File: src/rtl/core/lss_pkg.sv
// Shared types and constants for the LIFO stack with membership search.
package lss_pkg;

   localparam int DEPTH_DEFAULT = 16;
   localparam int VALUE_W       = 32;
   localparam int ACTION_W      = 2;
   localparam int STATUS_W      = 2;
   localparam int COUNT_OUT_W   = 5;

   typedef enum logic [ACTION_W-1:0] {
      ACT_PUSH   = 2'd0,
      ACT_POP    = 2'd1,
      ACT_SEARCH = 2'd2,
      ACT_NOP    = 2'd3
   } action_type;

   typedef enum logic [STATUS_W-1:0] {
      STATUS_DONE  = 2'd0,
      STATUS_EMPTY = 2'd1,
      STATUS_FULL  = 2'd2
   } status_type;

   typedef enum logic [2:0] {
      ST_IDLE,
      ST_EXEC,
      ST_POP_WAIT,
      ST_SCAN,
      ST_DONE
   } state_type;

   // Commands from the controller to the datapath.
   typedef struct packed {
      logic       load;
      logic       push_write;
      logic       pop_issue;
      logic       pop_commit;
      logic       scan_start;
      logic       scan_step;
      logic       status_wr;
      status_type status_code;
      logic       emit;
   } ctrl_cmd_type;

   // Status from the datapath to the controller.
   typedef struct packed {
      action_type action;
      logic       full;
      logic       empty;
      logic       scan_done;
      logic       out_free;
   } dp_stat_type;

endpackage

File: src/rtl/core/lss_channels.sv
// Valid/ready channel interfaces for the request and response transactions.
interface lss_req_if;
   logic                                valid;
   logic                                ready;
   logic [lss_pkg::ACTION_W-1:0]        action;
   logic signed [lss_pkg::VALUE_W-1:0]  value;

   modport source (output valid, output action, output value, input ready);
   modport sink   (input valid, input action, input value, output ready);
endinterface

interface lss_rsp_if;
   logic                                 valid;
   logic                                 ready;
   logic [lss_pkg::STATUS_W-1:0]         status;
   logic                                 found;
   logic                                 is_empty;
   logic [lss_pkg::COUNT_OUT_W-1:0]      entry_count;
   logic signed [lss_pkg::VALUE_W-1:0]   total;

   modport source (output valid, output status, output found, output is_empty,
                   output entry_count, output total, input ready);
   modport sink   (input valid, input status, input found, input is_empty,
                   input entry_count, input total, output ready);
endinterface

File: src/rtl/core/lss_ram.sv
// Generic single-port-write, single-port-read RAM with registered read data.
module lss_ram #(
   parameter int WIDTH = 32,
   parameter int DEPTH = 16,
   parameter int AW    = (DEPTH > 1) ? $clog2(DEPTH) : 1
) (
   input  logic             clock,
   input  logic             wr_en,
   input  logic [AW-1:0]    wr_addr,
   input  logic [WIDTH-1:0] wr_data,
   input  logic [AW-1:0]    rd_addr,
   output logic [WIDTH-1:0] rd_data
);
   logic [WIDTH-1:0] mem [DEPTH];
   logic [WIDTH-1:0] rd_data_ff;

   always_ff @(posedge clock) begin
      if (wr_en) begin
         mem[wr_addr] <= wr_data;
      end
      rd_data_ff <= mem[rd_addr];
   end

   assign rd_data = rd_data_ff;
endmodule

File: src/rtl/core/lss_datapath.sv
// Datapath: latched request, stack pointer, running sum, search scan and response register.
module lss_datapath #(
   parameter int DEPTH = lss_pkg::DEPTH_DEFAULT
) (
   input  logic                                clock,
   input  logic                                reset,
   input  lss_pkg::ctrl_cmd_type               cmd,
   output lss_pkg::dp_stat_type                stat,
   input  logic [lss_pkg::ACTION_W-1:0]        req_action,
   input  logic signed [lss_pkg::VALUE_W-1:0]  req_value,
   lss_rsp_if.source                           rsp
);
   import lss_pkg::*;

   localparam int AW = (DEPTH > 1) ? $clog2(DEPTH) : 1;
   localparam int CW = $clog2(DEPTH + 1);

   action_type          action_ff;
   logic [VALUE_W-1:0]  value_ff;
   status_type          status_ff;
   logic [CW-1:0]       count_ff, count_in;
   logic [VALUE_W-1:0]  total_ff, total_in;
   logic [CW-1:0]       idx_ff, idx_in;
   logic                cmp_valid_ff, cmp_valid_in;
   logic                found_ff, found_in;
   logic                rsp_valid_ff, rsp_valid_in;
   status_type          rsp_status_ff;
   logic                rsp_found_ff;
   logic                rsp_empty_ff;
   logic [COUNT_OUT_W-1:0] rsp_count_ff;
   logic [VALUE_W-1:0]  rsp_total_ff;

   logic [CW-1:0]       count_dec;
   logic [AW-1:0]       rd_addr;
   logic [VALUE_W-1:0]  rd_data;
   logic                scan_issue;
   logic                match;
   logic [CW+COUNT_OUT_W-1:0] count_ext;

   assign count_dec  = count_ff - CW'(1);
   assign scan_issue = cmd.scan_step && (idx_ff < count_ff);
   assign rd_addr    = cmd.pop_issue ? count_dec[AW-1:0] : idx_ff[AW-1:0];
   assign match      = cmp_valid_ff && (rd_data == value_ff);
   assign count_ext  = {{COUNT_OUT_W{1'b0}}, count_ff};

   lss_ram #(
      .WIDTH (VALUE_W),
      .DEPTH (DEPTH),
      .AW    (AW)
   ) u_ram (
      .clock   (clock),
      .wr_en   (cmd.push_write),
      .wr_addr (count_ff[AW-1:0]),
      .wr_data (value_ff),
      .rd_addr (rd_addr),
      .rd_data (rd_data)
   );

   always_comb begin
      count_in = count_ff;
      total_in = total_ff;
      if (cmd.push_write) begin
         count_in = count_ff + CW'(1);
         total_in = total_ff + value_ff;
      end else if (cmd.pop_commit) begin
         count_in = count_dec;
         total_in = total_ff - rd_data;
      end
   end

   always_comb begin
      idx_in       = idx_ff;
      cmp_valid_in = scan_issue;
      found_in     = found_ff | match;
      if (cmd.scan_start) begin
         idx_in       = '0;
         cmp_valid_in = 1'b0;
         found_in     = 1'b0;
      end else if (scan_issue) begin
         idx_in = idx_ff + CW'(1);
      end
      if (cmd.load) begin
         found_in = 1'b0;
      end
   end

   always_comb begin
      rsp_valid_in = rsp_valid_ff;
      if (cmd.emit) begin
         rsp_valid_in = 1'b1;
      end else if (rsp.ready) begin
         rsp_valid_in = 1'b0;
      end
   end

   always_ff @(posedge clock) begin
      if (reset) begin
         count_ff     <= '0;
         total_ff     <= '0;
         cmp_valid_ff <= 1'b0;
         rsp_valid_ff <= 1'b0;
      end else begin
         count_ff     <= count_in;
         total_ff     <= total_in;
         cmp_valid_ff <= cmp_valid_in;
         rsp_valid_ff <= rsp_valid_in;
      end
   end

   always_ff @(posedge clock) begin
      idx_ff   <= idx_in;
      found_ff <= found_in;
      if (cmd.load) begin
         action_ff <= action_type'(req_action);
         value_ff  <= req_value;
         status_ff <= STATUS_DONE;
      end else if (cmd.status_wr) begin
         status_ff <= cmd.status_code;
      end
      if (cmd.emit) begin
         rsp_status_ff <= status_ff;
         rsp_found_ff  <= found_ff;
         rsp_empty_ff  <= (count_ff == '0);
         rsp_count_ff  <= count_ext[COUNT_OUT_W-1:0];
         rsp_total_ff  <= total_ff;
      end
   end

   assign stat.action    = action_ff;
   assign stat.full      = (count_ff == CW'(DEPTH));
   assign stat.empty     = (count_ff == '0);
   assign stat.scan_done = match || found_ff || ((idx_ff == count_ff) && !cmp_valid_ff);
   assign stat.out_free  = !rsp_valid_ff || rsp.ready;

   assign rsp.valid       = rsp_valid_ff;
   assign rsp.status      = rsp_status_ff;
   assign rsp.found       = rsp_found_ff;
   assign rsp.is_empty    = rsp_empty_ff;
   assign rsp.entry_count = rsp_count_ff;
   assign rsp.total       = rsp_total_ff;
endmodule

File: src/rtl/core/lss_controller.sv
// Controller: sequences push, pop and search transactions over the datapath.
module lss_controller (
   input  logic                   clock,
   input  logic                   reset,
   input  logic                   req_valid,
   output logic                   req_ready,
   input  lss_pkg::dp_stat_type   stat,
   output lss_pkg::ctrl_cmd_type  cmd
);
   import lss_pkg::*;

   state_type state_ff, state_in;

   always_ff @(posedge clock) begin
      if (reset) begin
         state_ff <= ST_IDLE;
      end else begin
         state_ff <= state_in;
      end
   end

   always_comb begin
      state_in        = state_ff;
      req_ready       = 1'b0;
      cmd             = '0;
      cmd.status_code = STATUS_DONE;
      case (state_ff)
         ST_IDLE: begin
            req_ready = 1'b1;
            if (req_valid) begin
               cmd.load = 1'b1;
               state_in = ST_EXEC;
            end
         end
         ST_EXEC: begin
            state_in = ST_DONE;
            case (stat.action)
               ACT_PUSH: begin
                  if (stat.full) begin
                     cmd.status_wr   = 1'b1;
                     cmd.status_code = STATUS_FULL;
                  end else begin
                     cmd.push_write = 1'b1;
                  end
               end
               ACT_POP: begin
                  if (stat.empty) begin
                     cmd.status_wr   = 1'b1;
                     cmd.status_code = STATUS_EMPTY;
                  end else begin
                     cmd.pop_issue = 1'b1;
                     state_in      = ST_POP_WAIT;
                  end
               end
               ACT_SEARCH: begin
                  cmd.scan_start = 1'b1;
                  state_in       = ST_SCAN;
               end
               default: begin
                  state_in = ST_DONE;
               end
            endcase
         end
         ST_POP_WAIT: begin
            cmd.pop_commit = 1'b1;
            state_in       = ST_DONE;
         end
         ST_SCAN: begin
            cmd.scan_step = 1'b1;
            if (stat.scan_done) begin
               state_in = ST_DONE;
            end
         end
         ST_DONE: begin
            if (stat.out_free) begin
               cmd.emit = 1'b1;
               state_in = ST_IDLE;
            end
         end
         default: begin
            state_in = ST_IDLE;
         end
      endcase
   end
endmodule

File: src/rtl/core/lifo_stack_with_search_top.sv
// Top level of the LIFO stack with membership search.
// A last-in-first-out store of up to DEPTH signed 32-bit values held in one
// RAM with registered read. Each request transaction carries an action: push
// (0) places value on top, pop (1) drops the top entry, search (2) reports
// whether value is stored; code 3 does nothing. Every request yields exactly
// one response transaction with a status (done, pop on empty ignored, push on
// full ignored), the found flag, the empty flag, the entry count (low five
// bits) and the wrapping sum of all entries after the action. A pop issues one
// RAM read to fetch the top entry before the sum is corrected, and a search
// reads one entry per cycle through the single RAM read port and stops at the
// first hit. One request is in flight at a time; a finished response sits in
// its output register, so the next request is accepted while the previous
// response still waits for its ready.
module lifo_stack_with_search_top #(
   parameter int DEPTH = lss_pkg::DEPTH_DEFAULT
) (
   input  logic      clock,
   input  logic      reset,
   lss_req_if.sink   req_bus,
   lss_rsp_if.source rsp_bus
);
   import lss_pkg::*;

   ctrl_cmd_type cmd;
   dp_stat_type  stat;
   logic         ctrl_ready;

   // Hand the request handshake to the controller, the payload to the datapath.
   assign req_bus.ready = ctrl_ready;

   lss_controller u_ctrl (
      .clock     (clock),
      .reset     (reset),
      .req_valid (req_bus.valid),
      .req_ready (ctrl_ready),
      .stat      (stat),
      .cmd       (cmd)
   );

   lss_datapath #(
      .DEPTH (DEPTH)
   ) u_dp (
      .clock      (clock),
      .reset      (reset),
      .cmd        (cmd),
      .stat       (stat),
      .req_action (req_bus.action),
      .req_value  (req_bus.value),
      .rsp        (rsp_bus)
   );
endmodule
File: src/flat_wrapper.sv
// flat-port wrapper written by rule: the top's interface ports become plain ports
module lifo_stack_with_search_top_flat import lss_pkg::*;
#(
   parameter int DEPTH = lss_pkg::DEPTH_DEFAULT
)
  (clock, reset, req_bus_valid, req_bus_action, req_bus_value, req_bus_ready, rsp_bus_valid, rsp_bus_status, rsp_bus_found, rsp_bus_is_empty, rsp_bus_entry_count, rsp_bus_total, rsp_bus_ready);
  lss_req_if req_bus_i ();
  lss_rsp_if rsp_bus_i ();
  input  logic clock;
  input  logic reset;
  input wire logic [$bits(req_bus_i.valid)-1:0] req_bus_valid;
  input wire logic [$bits(req_bus_i.action)-1:0] req_bus_action;
  input wire logic [$bits(req_bus_i.value)-1:0] req_bus_value;
  output wire logic [$bits(req_bus_i.ready)-1:0] req_bus_ready;
  output wire logic [$bits(rsp_bus_i.valid)-1:0] rsp_bus_valid;
  output wire logic [$bits(rsp_bus_i.status)-1:0] rsp_bus_status;
  output wire logic [$bits(rsp_bus_i.found)-1:0] rsp_bus_found;
  output wire logic [$bits(rsp_bus_i.is_empty)-1:0] rsp_bus_is_empty;
  output wire logic [$bits(rsp_bus_i.entry_count)-1:0] rsp_bus_entry_count;
  output wire logic [$bits(rsp_bus_i.total)-1:0] rsp_bus_total;
  input wire logic [$bits(rsp_bus_i.ready)-1:0] rsp_bus_ready;
  assign req_bus_i.valid = req_bus_valid;
  assign req_bus_i.action = req_bus_action;
  assign req_bus_i.value = req_bus_value;
  assign req_bus_ready = req_bus_i.ready;
  assign rsp_bus_valid = rsp_bus_i.valid;
  assign rsp_bus_status = rsp_bus_i.status;
  assign rsp_bus_found = rsp_bus_i.found;
  assign rsp_bus_is_empty = rsp_bus_i.is_empty;
  assign rsp_bus_entry_count = rsp_bus_i.entry_count;
  assign rsp_bus_total = rsp_bus_i.total;
  assign rsp_bus_i.ready = rsp_bus_ready;
  lifo_stack_with_search_top #(.DEPTH(DEPTH)) u_core (.clock(clock), .reset(reset), .req_bus(req_bus_i), .rsp_bus(rsp_bus_i));
endmodule
File: config.mk
export PLATFORM = sky130hd
export DESIGN_NAME = lifo_stack_with_search_top_flat
export DESIGN_NICKNAME = d
export VERILOG_FILES = /design/src/rtl/core/lss_pkg.sv /design/src/rtl/core/lss_channels.sv /design/src/rtl/core/lss_ram.sv /design/src/rtl/core/lss_datapath.sv /design/src/rtl/core/lss_controller.sv /design/src/rtl/core/lifo_stack_with_search_top.sv /design/src/flat_wrapper.sv
export SDC_FILE = /design/constraint.sdc
export NUM_CORES = 1
export LEC_CHECK = 0
export BUFFER_PORTS_ARGS = -buffer_cell sky130_fd_sc_hd__buf_2
export CAP_MARGIN = 25
export CORE_MARGIN = 2
export CORE_UTILIZATION = 54
export DETAILED_ROUTE_END_ITERATION = 7
export PLACE_DENSITY = 0.78
export SYNTH_ARGS = -nofsm -noshare
export SYNTH_HDL_FRONTEND = slang
export SYNTH_SLANG_ARGS = --single-unit
File: constraint.sdc
create_clock -name clock -period 4.3 [get_ports clock]
set_input_delay 1.075 -clock clock [delete_from_list [all_inputs] [get_ports clock]]
set_output_delay 1.075 -clock clock [all_outputs]
set_load 0.05 [all_outputs]
# [Word level (Yosys, flattened, before mapping)]
# Memory sizes are Yosys's and may differ from the RTL's. A register that Yosys moved wholly into a read port is not among the register bits.
# Index checks and enable logic that the tools add are counted.
[totals] reg_bits=125 n_memories=1 in_bits=38 ram_bits=512 wordCells=84 output_inout_bits=43
[memory_table] memory="u_core.u_dp.u_ram.mem" depth=16 width=32 rd=1 rd_ports_with_merged_regs=1 write_ports=1 line_no="lss_ram.sv:14" text="logic [WIDTH-1:0] mem [DEPTH];"
[classes] eq_ne=12 bitwise_logic=1 reduce_logical=16 n_lt_le_gt_ge=1 n_addsub=5 mux=33
[op_table] cell="2-to-1 mux 32 bit" n=2
[op_table] cell="adder 32 bit" n=1
[op_table] cell="equality test 32 bit" n=1
[op_table] cell="subtractor 32 bit" n=1
[op_table] cell="2-to-1 mux 3 bit" n=7
[op_table] cell="2-to-1 mux 1 bit" n=17
[op_table] cell="one-hot mux 3 bit (5 select lines)" n=1
[op_table] cell="one-hot mux 3 bit (2 select lines)" n=2
[op_table] cell="adder 5 x 1 -> 5 bit, second input constant" n=2
[op_table] cell="2-to-1 mux 5 bit" n=2
[op_table] cell="equality test 3 x 2 -> 1 bit, second input constant" n=2
[op_table] cell="equality test 5 bit" n=1
[op_table] cell="equality test 5 bit, second input constant" n=1
[op_table] cell="zero test 5 bit" n=1
[op_table] cell="less-than comparator 5 bit" n=1
[op_table] cell="subtractor 5 x 1 -> 5 bit, second input constant" n=1
[op_table] cell="2-to-1 mux 4 bit" n=1
[op_table] cell="!= test 2 x 1 -> 1 bit, second input constant" n=2
[op_table] cell="nonzero test 2 bit" n=2
[op_table] cell="OR reduction 2 bit" n=2
[op_table] cell="equality test 3 x 1 -> 1 bit, second input constant" n=1
[op_table] cell="equality test 3 bit, second input constant" n=1
[op_table] cell="logical AND 1 bit" n=3
[op_table] cell="zero test 3 bit" n=1
[op_table] cell="other kinds (9)" n=12

# [Logic depth before layout (Yosys ltp)]
# Gate-level depths: netlist (run 1).
[depth] depth_word=6 depth_mapped=19 depth_no_buf=18

# [Modules after synthesis]
# A second synthesis (run 1) with hierarchy kept.
[unflattened] hier_cells=1635 area_unflattened_um2=27401.3
[by_module_without_submodules] mod="lss_ram" area_per_inst_um2=19835.3 cells_each=838 seq_area_each_um2=16015.4 n_inst=1
[by_module_without_submodules] mod="lss_datapath" area_per_inst_um2=7204.4 cells_each=748 seq_area_each_um2=3193.1 n_inst=1
[by_module_without_submodules] mod="lss_controller" area_per_inst_um2=361.6 cells_each=49 seq_area_each_um2=60.1 n_inst=1

# [Least setup slack after synthesis (run 1)]
# No wires, ideal clock.
[synth_timing] path_kind="reg-to-reg" startpoint="reg u_core.u_dp.u_ram.rd_data_ff[2], in the netlist u_core.u_dp.u_ram.rd_data[2], read port of u_core.u_dp.u_ram.mem" endpoint="reg u_core.u_dp.total_ff[31]" required_time_ps=4177 stages_incl_launch_ff=20 setup_ps=123 arrival_ps=4494 path_buffers=2 period_less_slack_ps=4617 path_slack_ps=-317 cell_sequence="dfxtp_1 > clkbuf_1 > nor4_1 > nand3b_1 > or3_1 > nand2b_1 > or3_1 > clkbuf_1 > nor4_1 > xor2_1 > a21oi_1 > ha_1 > a21o_1 > a21o_1 > a221o_1 > a311o_1 > a21o_1 > o21a_1 > o21ai_1 > mux2_1"
[synth_via] elab_chain_cells=3
[synth_lines] item="start, declared" line_no="lss_ram.sv:15" text="logic [WIDTH-1:0] rd_data_ff;"
[synth_lines] item="subtractor 32 bit" line_no="lss_datapath.sv:67" text="total_in = total_ff - rd_data;"
[synth_lines] item="2-to-1 mux 32 bit" line_no="lss_datapath.sv:65" text="end else if (cmd.pop_commit) begin"
[synth_lines] item="2-to-1 mux 32 bit" line_no="lss_datapath.sv:62" text="if (cmd.push_write) begin"
[synth_lines] item="end signal, assigned" line_no="lss_datapath.sv:104" text="total_ff <= total_in;"
[synth_lines] item="end, declared" line_no="lss_datapath.sv:22" text="logic [VALUE_W-1:0] total_ff, total_in;"
# Every way passes these cells. The select of a mux whose other input is x is not followed.
# A chain may end at the register's enable or synchronous reset.

# [Worst setup path after layout (run 1)]
# Same ends and word-level chain as after synthesis.

==> results.cfg, run 1 <==
[route]
drt-initial-drc-count = 1609
num_vias = 15830
viasPerCell = 6.127
ant_nets = 0
wl_per_cell_um = 24.87
drc = 0
wl_um = 64280
dr.pass1.iters = 5

[finish]
multi_input_area_um2 = 8248
ff_latch_area_um2 = 19270
fin_nets = 1953
nFillCells = 3428
post-route-cell-area_um2 = 32130
area_growth_pct = 16.51
antenna-diode-count = 0
drive_gt1_frac = 0.2605

[yosys]
yosysMostFrequentCell = edfxtp_1
synth_common_cells = edfxtp_1 (587), mux4_2 (128), a21oi_1 (116), nor2_1 (96), nand2_1 (87)
yosys_warnings = 0
async_flop_share = 0
syn-num-nets = 1745
synth_top_cell_area_share = 0.6393
ys_types = 64
ys_ff_latch = 669
syn_area_um2 = 27570
synth.largest_area_cell = edfxtp_1
ys_seq_area_frac = 0.6988
synthCells = 1653
synth_edf_count = 587
ys_top_cells_by_area = edfxtp_1 (64%), mux4_2 (10%), dfxtp_1 (6.0%)
synth_area_per_cell_um2 = 16.68
synthFlopType = edfxtp_1

[placed_design]
dp_slack_ns = -0.1518
place.gp.congestion = 0.8620
hpwl_um = 39560
dpl_cell_area_um2 = 29770
port_buffers = 80

[power]
pwr-share-clk = 0.370
powerDensity_nw_per_um2 = 488.1
total_power_mw = 15.68
internal_power_mw = 11.72
leakagePower_nw = 11.35
power_frac_comb = 0.140
peakVddDrop_mv = 0.3005
pwr-share-seq = 0.490
p_sw_mw = 3.959
sw_frac_of_total = 0.2525

[worst_setup_path]
regToRegSetupSlack_ns = 0.04
path_max_fanout = 4
cp_data_arrival_time_ns = 4.75
r2r_start = u_core.u_dp.u_ram.rd_data[2]
reg2regPathDepth = 17
startpoint_type = register
r2r_end = u_core.u_dp.total_ff[31]
endpoint_kind = register
path_class = register to register
worstPathRequired_ns = 4.79

[min_path]
hold_class = register to register
hold_depth = 0
holdPathEnd = u_core.u_dp.rsp.status[0]
min_from = u_core.u_dp.status_ff[0]

[timing]
setup_tns_ns = 0
rsz0062_at_grt = yes
setup_ws_ns = 0.04077
worst_pin_slew_ns = 1.062
slew-limit-headroom = 0.2903
fmax_mhz = 234.8
period_needed_ns = 4.259
fin_crit_sh = 0.9905
slew_viol_final = 0
setup_viol = 0
worst_clock_skew_ns = 0.03531
hold_viol = 0

[grt]
grt_antenna_before_repair = 1
grt_pass1_vias = 15910
grt_max_degree = 65
gr-total-overflow = 0
grt_usage = 0.2464
grt_pass1_wl_um = 96430

[clock_tree]
ctsHoldBuffers = 0
cts_tree = yes
clock_path_buffers = 3
h-tree-depth = 3
cts.clk_slew.worst_paths_ns = 0.06
numCtsBuffers = 68
clock_sinks = 669
insertion_delay_ns = 0.62
clock-root-buffer = clkbuf_16

[die]
dieHeight_um = 230.0
row_count = 82
coreArea_um2 = 50270
die_x_um = 230.0
io_pins = 81
die_area_um2 = 52880
start_util = 0.5485

[status]
status = finished clean

[run]
cap_violations = 0
[metrics by stage]
step | cells | util | hold slack, ns
2_1_floorplan | 1653 | - | 0.4029
3_3_place_gp | 2457 | 0.5922 | 0.4195
3_5_place_dp | 2457 | 0.5922 | 0.4231
4_1_cts | 2579 | 0.6367 | 0.4363
5_1_grt | 2584 | 0.6390 | 0.4483
6_report | 2584 | 0.6390 | 0.4318
[worst max path at each step]
stage / start / end / depth (start not counted)
after floorplan: u_core.u_dp.u_ram.rd_data[2] / u_core.u_dp.total_ff[31] / 19
final: u_core.u_dp.u_ram.rd_data[2] / u_core.u_dp.total_ff[31] / 17
after global routing: u_core.u_dp.u_ram.rd_data[2] / u_core.u_dp.total_ff[31] / 18
after CTS: u_core.u_dp.u_ram.rd_data[5] / u_core.u_dp.total_ff[31] / 17
after global placement: u_core.u_dp.u_ram.rd_data[4] / u_core.u_dp.total_ff[28] / 15
after detailed placement: u_core.u_dp.u_ram.rd_data[4] / u_core.u_dp.total_ff[28] / 15
[logic make-up after synthesis]
logic type / after synthesis / share of synthesized area
flip-flops: 669 / 0.6988
AND/OR/NAND/NOR: 344 / 0.06267
AO/OA/AOI/OAI: 251 / 0.05618
multiplexers: 167 / 0.1188
buffers and inverters: 91 / 0.01429
XOR/XNOR: 77 / 0.02446
adder cells (fa/ha/maj): 54 / 0.02478
[critical path, stage by stage (launching register included)]
cell and delay (ns):
dfxtp_2 0.34, nor4_4 0.29, nand3b_1 0.14, or3_4 0.35, nand2b_4 0.16, or3_4 0.38
nor4_4 0.16, xor2_1 0.20, a21oi_2 0.08, ha_1 0.29, a21o_1 0.18, a21o_1 0.15
a221o_1 0.33, a311o_1 0.27, a21o_1 0.18, o21a_1 0.20, o21ai_2 0.14, mux2_4 0.31
[sequential cells by signal (all words and copies together) (netlist names)]
signal / cells
u_core.u_dp.rsp.total: 32
u_core.u_dp.found_ff: 1
u_core.u_dp.action_ff: 2
u_core.u_dp.cmp_valid_ff: 1
u_core.u_dp.u_ram.rd_data: 32
u_core.u_dp.rsp.found: 1
u_core.u_dp.rsp.valid: 1
u_core.u_dp.value_ff: 32
u_core.u_dp.status_ff: 2
u_core.u_dp.u_ram.mem: 512
u_core.u_dp.total_ff: 32
u_core.u_dp.rsp.entry_count: 5
u_core.u_dp.rsp.status: 2
u_core.u_dp.idx_ff: 5
u_core.u_dp.rsp.is_empty: 1
u_core.u_dp.count_ff: 5
u_core.u_ctrl.state_ff: 3
[layer usage]
layer  GRT usage  wire length, µm  vias up
met5           0                0        -
met4     0.08669             1767        0
met3     0.05456             6152      112
met2      0.3872            30290      779
met1      0.3431            26070     8002
li1            -                -     6940
[cell type report]
cell class | count | area share
multi-input cells | 893 | 0.2567
repair buffers | 209 | 0.04689
inverters | 20 | 0.002337
flip-flops and latches | 669 | 0.5999
well taps | 672 | 0.02617
clock buffers | 90 | 0.05877
clock inverters | 31 | 0.009230
[placed cells by master (no fill, tap or decap), drive strengths merged, types with 4 or more instances in the layout]
master	n
clkinvlp	6
a211oi	35
buf	209
mux2i	37
nand2b	4
o211ai	6
dfxtp	82
or4	7
a21o	22
edfxtp	587
and3	6
nor4	12
nor2b	39
mux4	128
nor4b	5
bufinv	5
nor2	97
o21bai	4
ha	53
nor3	26
clkbuf	90
xnor2	45
xor2	32
clkinv	18
or3	13
nand2	88
inv	22
a31oi	4
a21boi	4
o311ai	4
o21ai	27
nand4	17
a21oi	116
nand3	14
o21a	14
[power by group through the flow]
stage / clock network, mW / registers (mW) / logic [mW]
floorplan: 0 / 7.97 / 1.22
global placement: 0 / 7.79 / 2.10
detailed placement: 0 / 7.81 / 2.15
CTS: 5.89 / 7.67 / 2.17
global route: 6.14 / 7.71 / 2.37
finish: 5.80 / 7.68 / 2.19
[what timing repair did]
item                                   CTS  global route
pin swaps                                8            10
setup endpoints to repair                2            11
buffers inserted                         1             5
resized for setup                       10            22
endpoints found under the hold margin    0             0
Power figures use the tool's default switching activity.
==> run 2: changes to the inputs <==
--- a/config.mk
+++ b/config.mk
@@ -5,10 +5,12 @@
 export SDC_FILE = /design/constraint.sdc
 export NUM_CORES = 1
 export LEC_CHECK = 0
+export ABC_AREA = 1
 export BUFFER_PORTS_ARGS = -buffer_cell sky130_fd_sc_hd__buf_2
 export CAP_MARGIN = 25
 export CORE_MARGIN = 2
 export CORE_UTILIZATION = 54
+export CTS_BUF_LIST = sky130_fd_sc_hd__clkbuf_4
 export DETAILED_ROUTE_END_ITERATION = 7
 export PLACE_DENSITY = 0.78
 export SYNTH_ARGS = -nofsm -noshare
==> run 2 against run 1 <==
  * Flip-flop and latch count unchanged
  * Worst setup slack improved by 0.35 ns
  * Final area increased by 4.8%
  * Register-to-register slack improved by 0.35 ns
  * First-iteration DRC count increased by 42%
  * Fmax increased by 9.0%
  * Total power decreased by 1.8%
  * Non-clock buffer count decreased by 53
  * Critical path depth increased by 4
  * Synthesized cell count increased by 66%
  * Clock-buffer cell count increased by 161
  * Cell count increased by 47%
  * Critical endpoint is now u_core.u_dp.total_ff[27]
  * Largest cell class unchanged
  * Highest routed layer unchanged
==> results.cfg, run 2 <==
[route]
drt-initial-drc-count = 2288
wl_per_cell_um = 20.43
num_vias = 21490
drc = 0
wl_um = 77640
viasPerCell = 5.655
dr.pass1.iters = 6
ant_nets = 0

[yosys]
yosysMostFrequentCell = edfxtp_1
ys_top_cells_by_area = edfxtp_1 (59%), nand2_1 (6.7%), o211ai_1 (6.6%)
ys_ff_latch = 669
yosys_warnings = 0
ys_types = 45
synth.largest_area_cell = edfxtp_1
synth_top_cell_area_share = 0.5920
synth_common_cells = edfxtp_1 (587), nand2_1 (530), inv_1 (401), o211ai_1 (262), nand3_1 (250)
synthFlopType = edfxtp_1
synth_area_per_cell_um2 = 10.84
ys_seq_area_frac = 0.6471
async_flop_share = 0
synthCells = 2746
synth_edf_count = 587
syn-num-nets = 2838
syn_area_um2 = 29780

[timing]
setup_viol = 0
slew_viol_final = 0
slew-limit-headroom = 0.3524
worst_clock_skew_ns = 0.05621
hold_viol = 0
fmax_mhz = 256.0
fin_crit_sh = 0.9086
period_needed_ns = 3.907
worst_pin_slew_ns = 0.9714
rsz0062_at_grt = no
setup_tns_ns = 0

[clock_tree]
numCtsBuffers = 169
ctsHoldBuffers = 0
clock-root-buffer = clkbuf_4
clock_sinks = 669
clock_path_buffers = 3
h-tree-depth = 4
cts.clk_slew.worst_paths_ns = 0.06
cts_resized = 0
postCtsSetupBuffers = 0
insertion_delay_ns = 1.05
cts_tree = yes

[worst_setup_path]
critPathTopFamily = simple AND/OR/NAND/NOR gates
cp_cell_sequence = inv_1, ha_1, nand2_1, nor2_1, nor3_4, buf_12, a21oi_1, o21ai_0, nand2_1, ha_1, nand2_1, nor2_1, nand2_1, nand2_1, inv_1, o21bai_1, nand2_1, nand2_1, nor2_1, o21bai_1, inv_1
path_depth = 21
startpoint_type = register
reg2regPathDepth = 21
path_common_cell = nand2_1
endpoint_kind = register
slowest_delay_ns = 0.50
path_class = register to register
worstPathRequired_ns = 5.22
cp_data_arrival_time_ns = 4.82
crit_buf_inv = 4
path_max_fanout = 27
crit_slowest_cell = dfxtp_1

[power]
powerDensity_nw_per_um2 = 457.4
peakVddDrop_mv = 0.2598
leakagePower_nw = 13.39

[grt]
grt_usage = 0.2763
grt_max_degree = 129
grt_pass1_vias = 20940
gr-total-overflow = 0
grt_pass1_wl_um = 118200
grt_antenna_before_repair = 2

[finish]
area_growth_pct = 13.01
largest_register_ffs = 512
post-route-cell-area_um2 = 33650
final_common_cell = edfxtp_1
nFillCells = 4258
drive_gt1_frac = 0.1540
regMostFlops = u_core.u_dp.u_ram.mem
final_cell_mix = edfxtp_1 (587), nand2_1 (530), inv_1 (400)
fin_nets = 3044

[die]
io_pins = 81
coreArea_um2 = 54770
die_area_um2 = 57040
die_x_um = 238.8
start_util = 0.5437
dieHeight_um = 238.8
row_count = 86

[min_path]
hold_class = input pin to register
hold_depth = 1

[run]
cap_violations = 0

[placed_design]
port_buffers = 80
place.gp.congestion = 0.9507
dpl_cell_area_um2 = 31320
hpwl_um = 49200

[status]
status = finished clean
run 2: changes by cell type after synthesis, sizes merged, moves of 74 or more:
cell    previous run  this run
nand3             14       252
o211ai             6       262
nand2             88       530
mux4             128         0
inv               20       403
buf               23        97
run 2: logic make-up after synthesis:
| kind of cell | Yosys count | synth area share |
|---|---|---|
| AND/OR/NAND/NOR | 1001 | 0.1431 |
| AO/OA/AOI/OAI | 452 | 0.1015 |
| XOR/XNOR | 46 | 0.01353 |
| flip-flops | 669 | 0.6471 |
| buffers and inverters | 524 | 0.07189 |
| adder cells (fa/ha/maj) | 54 | 0.02294 |
run 2: final timing paths:
kind	from	endpoint	slack, ns
worst min register to register	u_core.u_dp.count_ff[4]	u_core.u_dp.rsp.entry_count[4]	0.43
worst max register to register	u_core.u_dp.count_ff[0]	u_core.u_dp.total_ff[27]	0.39
worst min-delay path	req_bus_value[22]	u_core.u_dp.value_ff[22]	0.22
worst max-delay path	u_core.u_dp.count_ff[0]	u_core.u_dp.total_ff[27]	0.39
run 2: area by class of cell:
cell class              count  area, µm²  share of cell area
flip-flops and latches    669      19270              0.5726
multi-input cells        1553       8546              0.2539
clock buffers             251       1884             0.05599
inverters                 403       1515             0.04503
repair buffers            156       1141             0.03391
well taps                 704      880.8             0.02617
clock inverters            59      404.1             0.01201
diodes                      5      12.51           0.0003718
run 2: metal layers:
metal  vias up  part of all wire  GRT usage
li1      10100                 -          -
met1     10170              0.40     0.3586
met2      1015              0.48     0.4506
met3       203             0.084    0.05612
met4         0             0.036     0.1254
met5         -                 0          0
run 2: stage by stage:
stage                 util  hold WS, ns  std cells  total power [mW]  setup slack (ns)
floorplan                -       0.4029       2746             9.112            0.7393
global route        0.6144       0.1445       3800             16.09           0.08029
global placement    0.5715       0.4192       3483             9.856            0.3658
detailed placement  0.5718       0.4201       3484             9.890            0.3232
CTS                 0.6136       0.1272       3794             15.46            0.3129
finish              0.6144       0.2179       3800             15.39            0.3932
run 2: power breakdown:
part / leakage [nW] / internal (mW) / switching, mW
combinational: 6.04 / 0.676 / 1.57
clock: 1.36 / 3.04 / 2.55
sequential: 5.99 / 7.30 / 0.250
total: 13.4 / 11.0 / 4.37
==> run 3: changes to the inputs <==
--- a/config.mk
+++ b/config.mk
@@ -12,7 +12,7 @@
 export CORE_UTILIZATION = 54
 export CTS_BUF_LIST = sky130_fd_sc_hd__clkbuf_4
 export DETAILED_ROUTE_END_ITERATION = 7
-export PLACE_DENSITY = 0.78
+export PLACE_DENSITY = 0.76
 export SYNTH_ARGS = -nofsm -noshare
 export SYNTH_HDL_FRONTEND = slang
 export SYNTH_SLANG_ARGS = --single-unit
==> constraint.sdc (replaced) <==
create_clock -name clock -period 4.42 [get_ports clock]
set_input_delay 1.105 -clock clock [delete_from_list [all_inputs] [get_ports clock]]
set_output_delay 1.105 -clock clock [all_outputs]
set_load 0.05 [all_outputs]
==> run 3 against run 2 <==
  * Via count down 0.67%
  * Register-to-register slack barely moved
  * Clock-buffer cell count shrank 10
  * Clock skew increased by 0.013 ns
  * Total power is 3.0% lower
  * Non-clock buffer count increased by 1
  * Final area down 0.13%
  * Sequential power fell by 2.6%
  * Worst setup slack got worse by 0.00063 ns
  * Core utilization is 0.082 points lower
  * Worst hold slack improved by 0.049 ns
  * Clock power decreased by 3%
==> results.cfg, run 3 (same netlist as run 2, synthesis figures left out) <==
[status]
status = finished clean

[route]
wl_um = 77490
dr.pass1.iters = 6
drc = 0
num_vias = 21340
viasPerCell = 5.641
drt-initial-drc-count = 2235
ant_nets = 0
wl_per_cell_um = 20.48

[placed_design]
place.gp.congestion = 0.9485
dp_slack_ns = 0.4766
dpl_cell_area_um2 = 31350
placed_cells = 3486
hpwl_um = 47880
port_buffers = 80

[worst_setup_path]
cp_data_arrival_time_ns = 4.92
crit_buf_inv = 4
path_class = register to register
path_max_fanout = 7
path_common_cell = nand2_1
slowest_delay_ns = 0.52
worstPathRequired_ns = 5.31
crit_slowest_cell = dfxtp_1
endpoint_kind = register
startpoint_type = register
critPathTopFamily = adder cells
cp_cell_sequence = inv_1, ha_1, nand2_1, o21ai_4, o21ai_0, ha_1, inv_1, fa_1, o21ai_0, buf_4, nand2_1, nand2_1, a21oi_1, or2_2, nand3_1, nand3_1, nand2_1, inv_1

[timing]
worst_clock_skew_ns = 0.06875
fin_crit_sh = 0.9112
hold_viol = 0
slew_viol_final = 0
worst_pin_slew_ns = 0.9887
setup_ws_ns = 0.3926
slew-limit-headroom = 0.3409
fmax_mhz = 248.3
setup_tns_ns = 0
setup_viol = 0
rsz0062_at_grt = no
period_needed_ns = 4.027

[grt]
grt_pass1_wl_um = 117900
grt_usage = 0.2763
grt_antenna_before_repair = 1
gr-total-overflow = 0
grt_max_degree = 129
grt_pass1_vias = 20770

[run]
cap_violations = 0

[die]
coreArea_um2 = 54770
die_x_um = 238.8
io_pins = 81
die_area_um2 = 57040
start_util = 0.5437
dieHeight_um = 238.8
row_count = 86

[power]
p_sw_mw = 4.202
internal_power_mw = 10.73
pwr-share-clk = 0.362
pwr-share-seq = 0.492
total_power_mw = 14.93
powerDensity_nw_per_um2 = 444.4
power_frac_comb = 0.146
sw_frac_of_total = 0.2813
peakVddDrop_mv = 0.2121
leakagePower_nw = 13.37

[finish]
largest_register_ffs = 512
final_common_cell = edfxtp_1
final_cell_mix = edfxtp_1 (587), nand2_1 (530), inv_1 (400)
area_growth_pct = 12.86
fin_nets = 3043
nFillCells = 4315
post-route-cell-area_um2 = 33610
drive_gt1_frac = 0.1501
regMostFlops = u_core.u_dp.u_ram.mem
stdcell_count = 3784

[min_path]
hold_class = input pin to register

[clock_tree]
cts_resized = 0
clock-root-buffer = clkbuf_4
cts_tree = yes
cts.clk_slew.worst_paths_ns = 0.07
clock_sinks = 669
postCtsSetupBuffers = 0
insertion_delay_ns = 1.02
ctsHoldBuffers = 0
h-tree-depth = 4
clock_path_buffers = 3
numCtsBuffers = 167
[run 3: cell count changes in the layout (fill, tap and decap cells not counted), sizes merged]
cell,previous run,this run
clkinv,50,45
bufinv,6,8
clkbuf,251,241
buf,156,157
diode,5,3
inv,405,403
[run 3: area by class of cell]
| class | instances | area (µm²) | area share |
|---|---|---|---|
| multi-input cells | 1553 | 8541 | 0.2541 |
| inverters | 403 | 1515 | 0.04509 |
| clock inverters | 54 | 436.7 | 0.01299 |
| diodes | 3 | 7.507 | 0.0002234 |
| well taps | 704 | 880.8 | 0.02621 |
| repair buffers | 157 | 1149 | 0.03418 |
| flip-flops and latches | 669 | 19270 | 0.5733 |
| clock buffers | 241 | 1809 | 0.05383 |
[run 3: worst paths after layout]
check / cells after the start / slack, ns / startpoint / end
setup / recovery: 18 / 0.39 / u_core.u_dp.count_ff[0] / u_core.u_dp.total_ff[26]
hold / removal: 1 / 0.27 / req_bus_value[27] / u_core.u_dp.value_ff[27]
setup reg to reg: 18 / 0.39 / u_core.u_dp.count_ff[0] / u_core.u_dp.total_ff[26]
hold reg to reg: 0 / 0.44 / u_core.u_dp.count_ff[4] / u_core.u_dp.rsp.entry_count[4]
[run 3: layer usage]
metal / track usage / part of all wire / vias up
li1: - / - / 10070
met1: 0.3618 / 0.41 / 10170
met2: 0.4471 / 0.48 / 941
met3: 0.06016 / 0.079 / 173
met4: 0.1182 / 0.033 / 0
met5: 0 / 0 / -
[run 3: per-stage QoR]
stage,utilization,hold slack (ns)
2_1_floorplan,-,0.4029
3_3_place_gp,0.5720,0.4231
3_5_place_dp,0.5725,0.4204
4_1_cts,0.6135,0.1667
5_1_grt,0.6135,0.2044
6_report,0.6136,0.2666
[run 3: worst register-to-register path: cells and delay by family (launching register included)]
kind | cells | cell delay [ns]
AO/OA/AOI/OAI | 4 | 0.83
adder cells (fa/ha/maj) | 3 | 1.05
flip-flops | 1 | 0.52
AND/OR/NAND/NOR | 7 | 0.95
buffers and inverters | 4 | 0.53
[run 3: power groups by stage]
stage | clock [mW] | sequential (mW) | combinational [mW]
2_1_floorplan | 0 | 7.50 | 1.37
3_3_place_gp | 0 | 7.47 | 2.11
3_5_place_dp | 0 | 7.47 | 2.14
4_1_cts | 5.52 | 7.34 | 2.15
5_1_grt | 5.84 | 7.36 | 2.39
6_report | 5.41 | 7.35 | 2.17
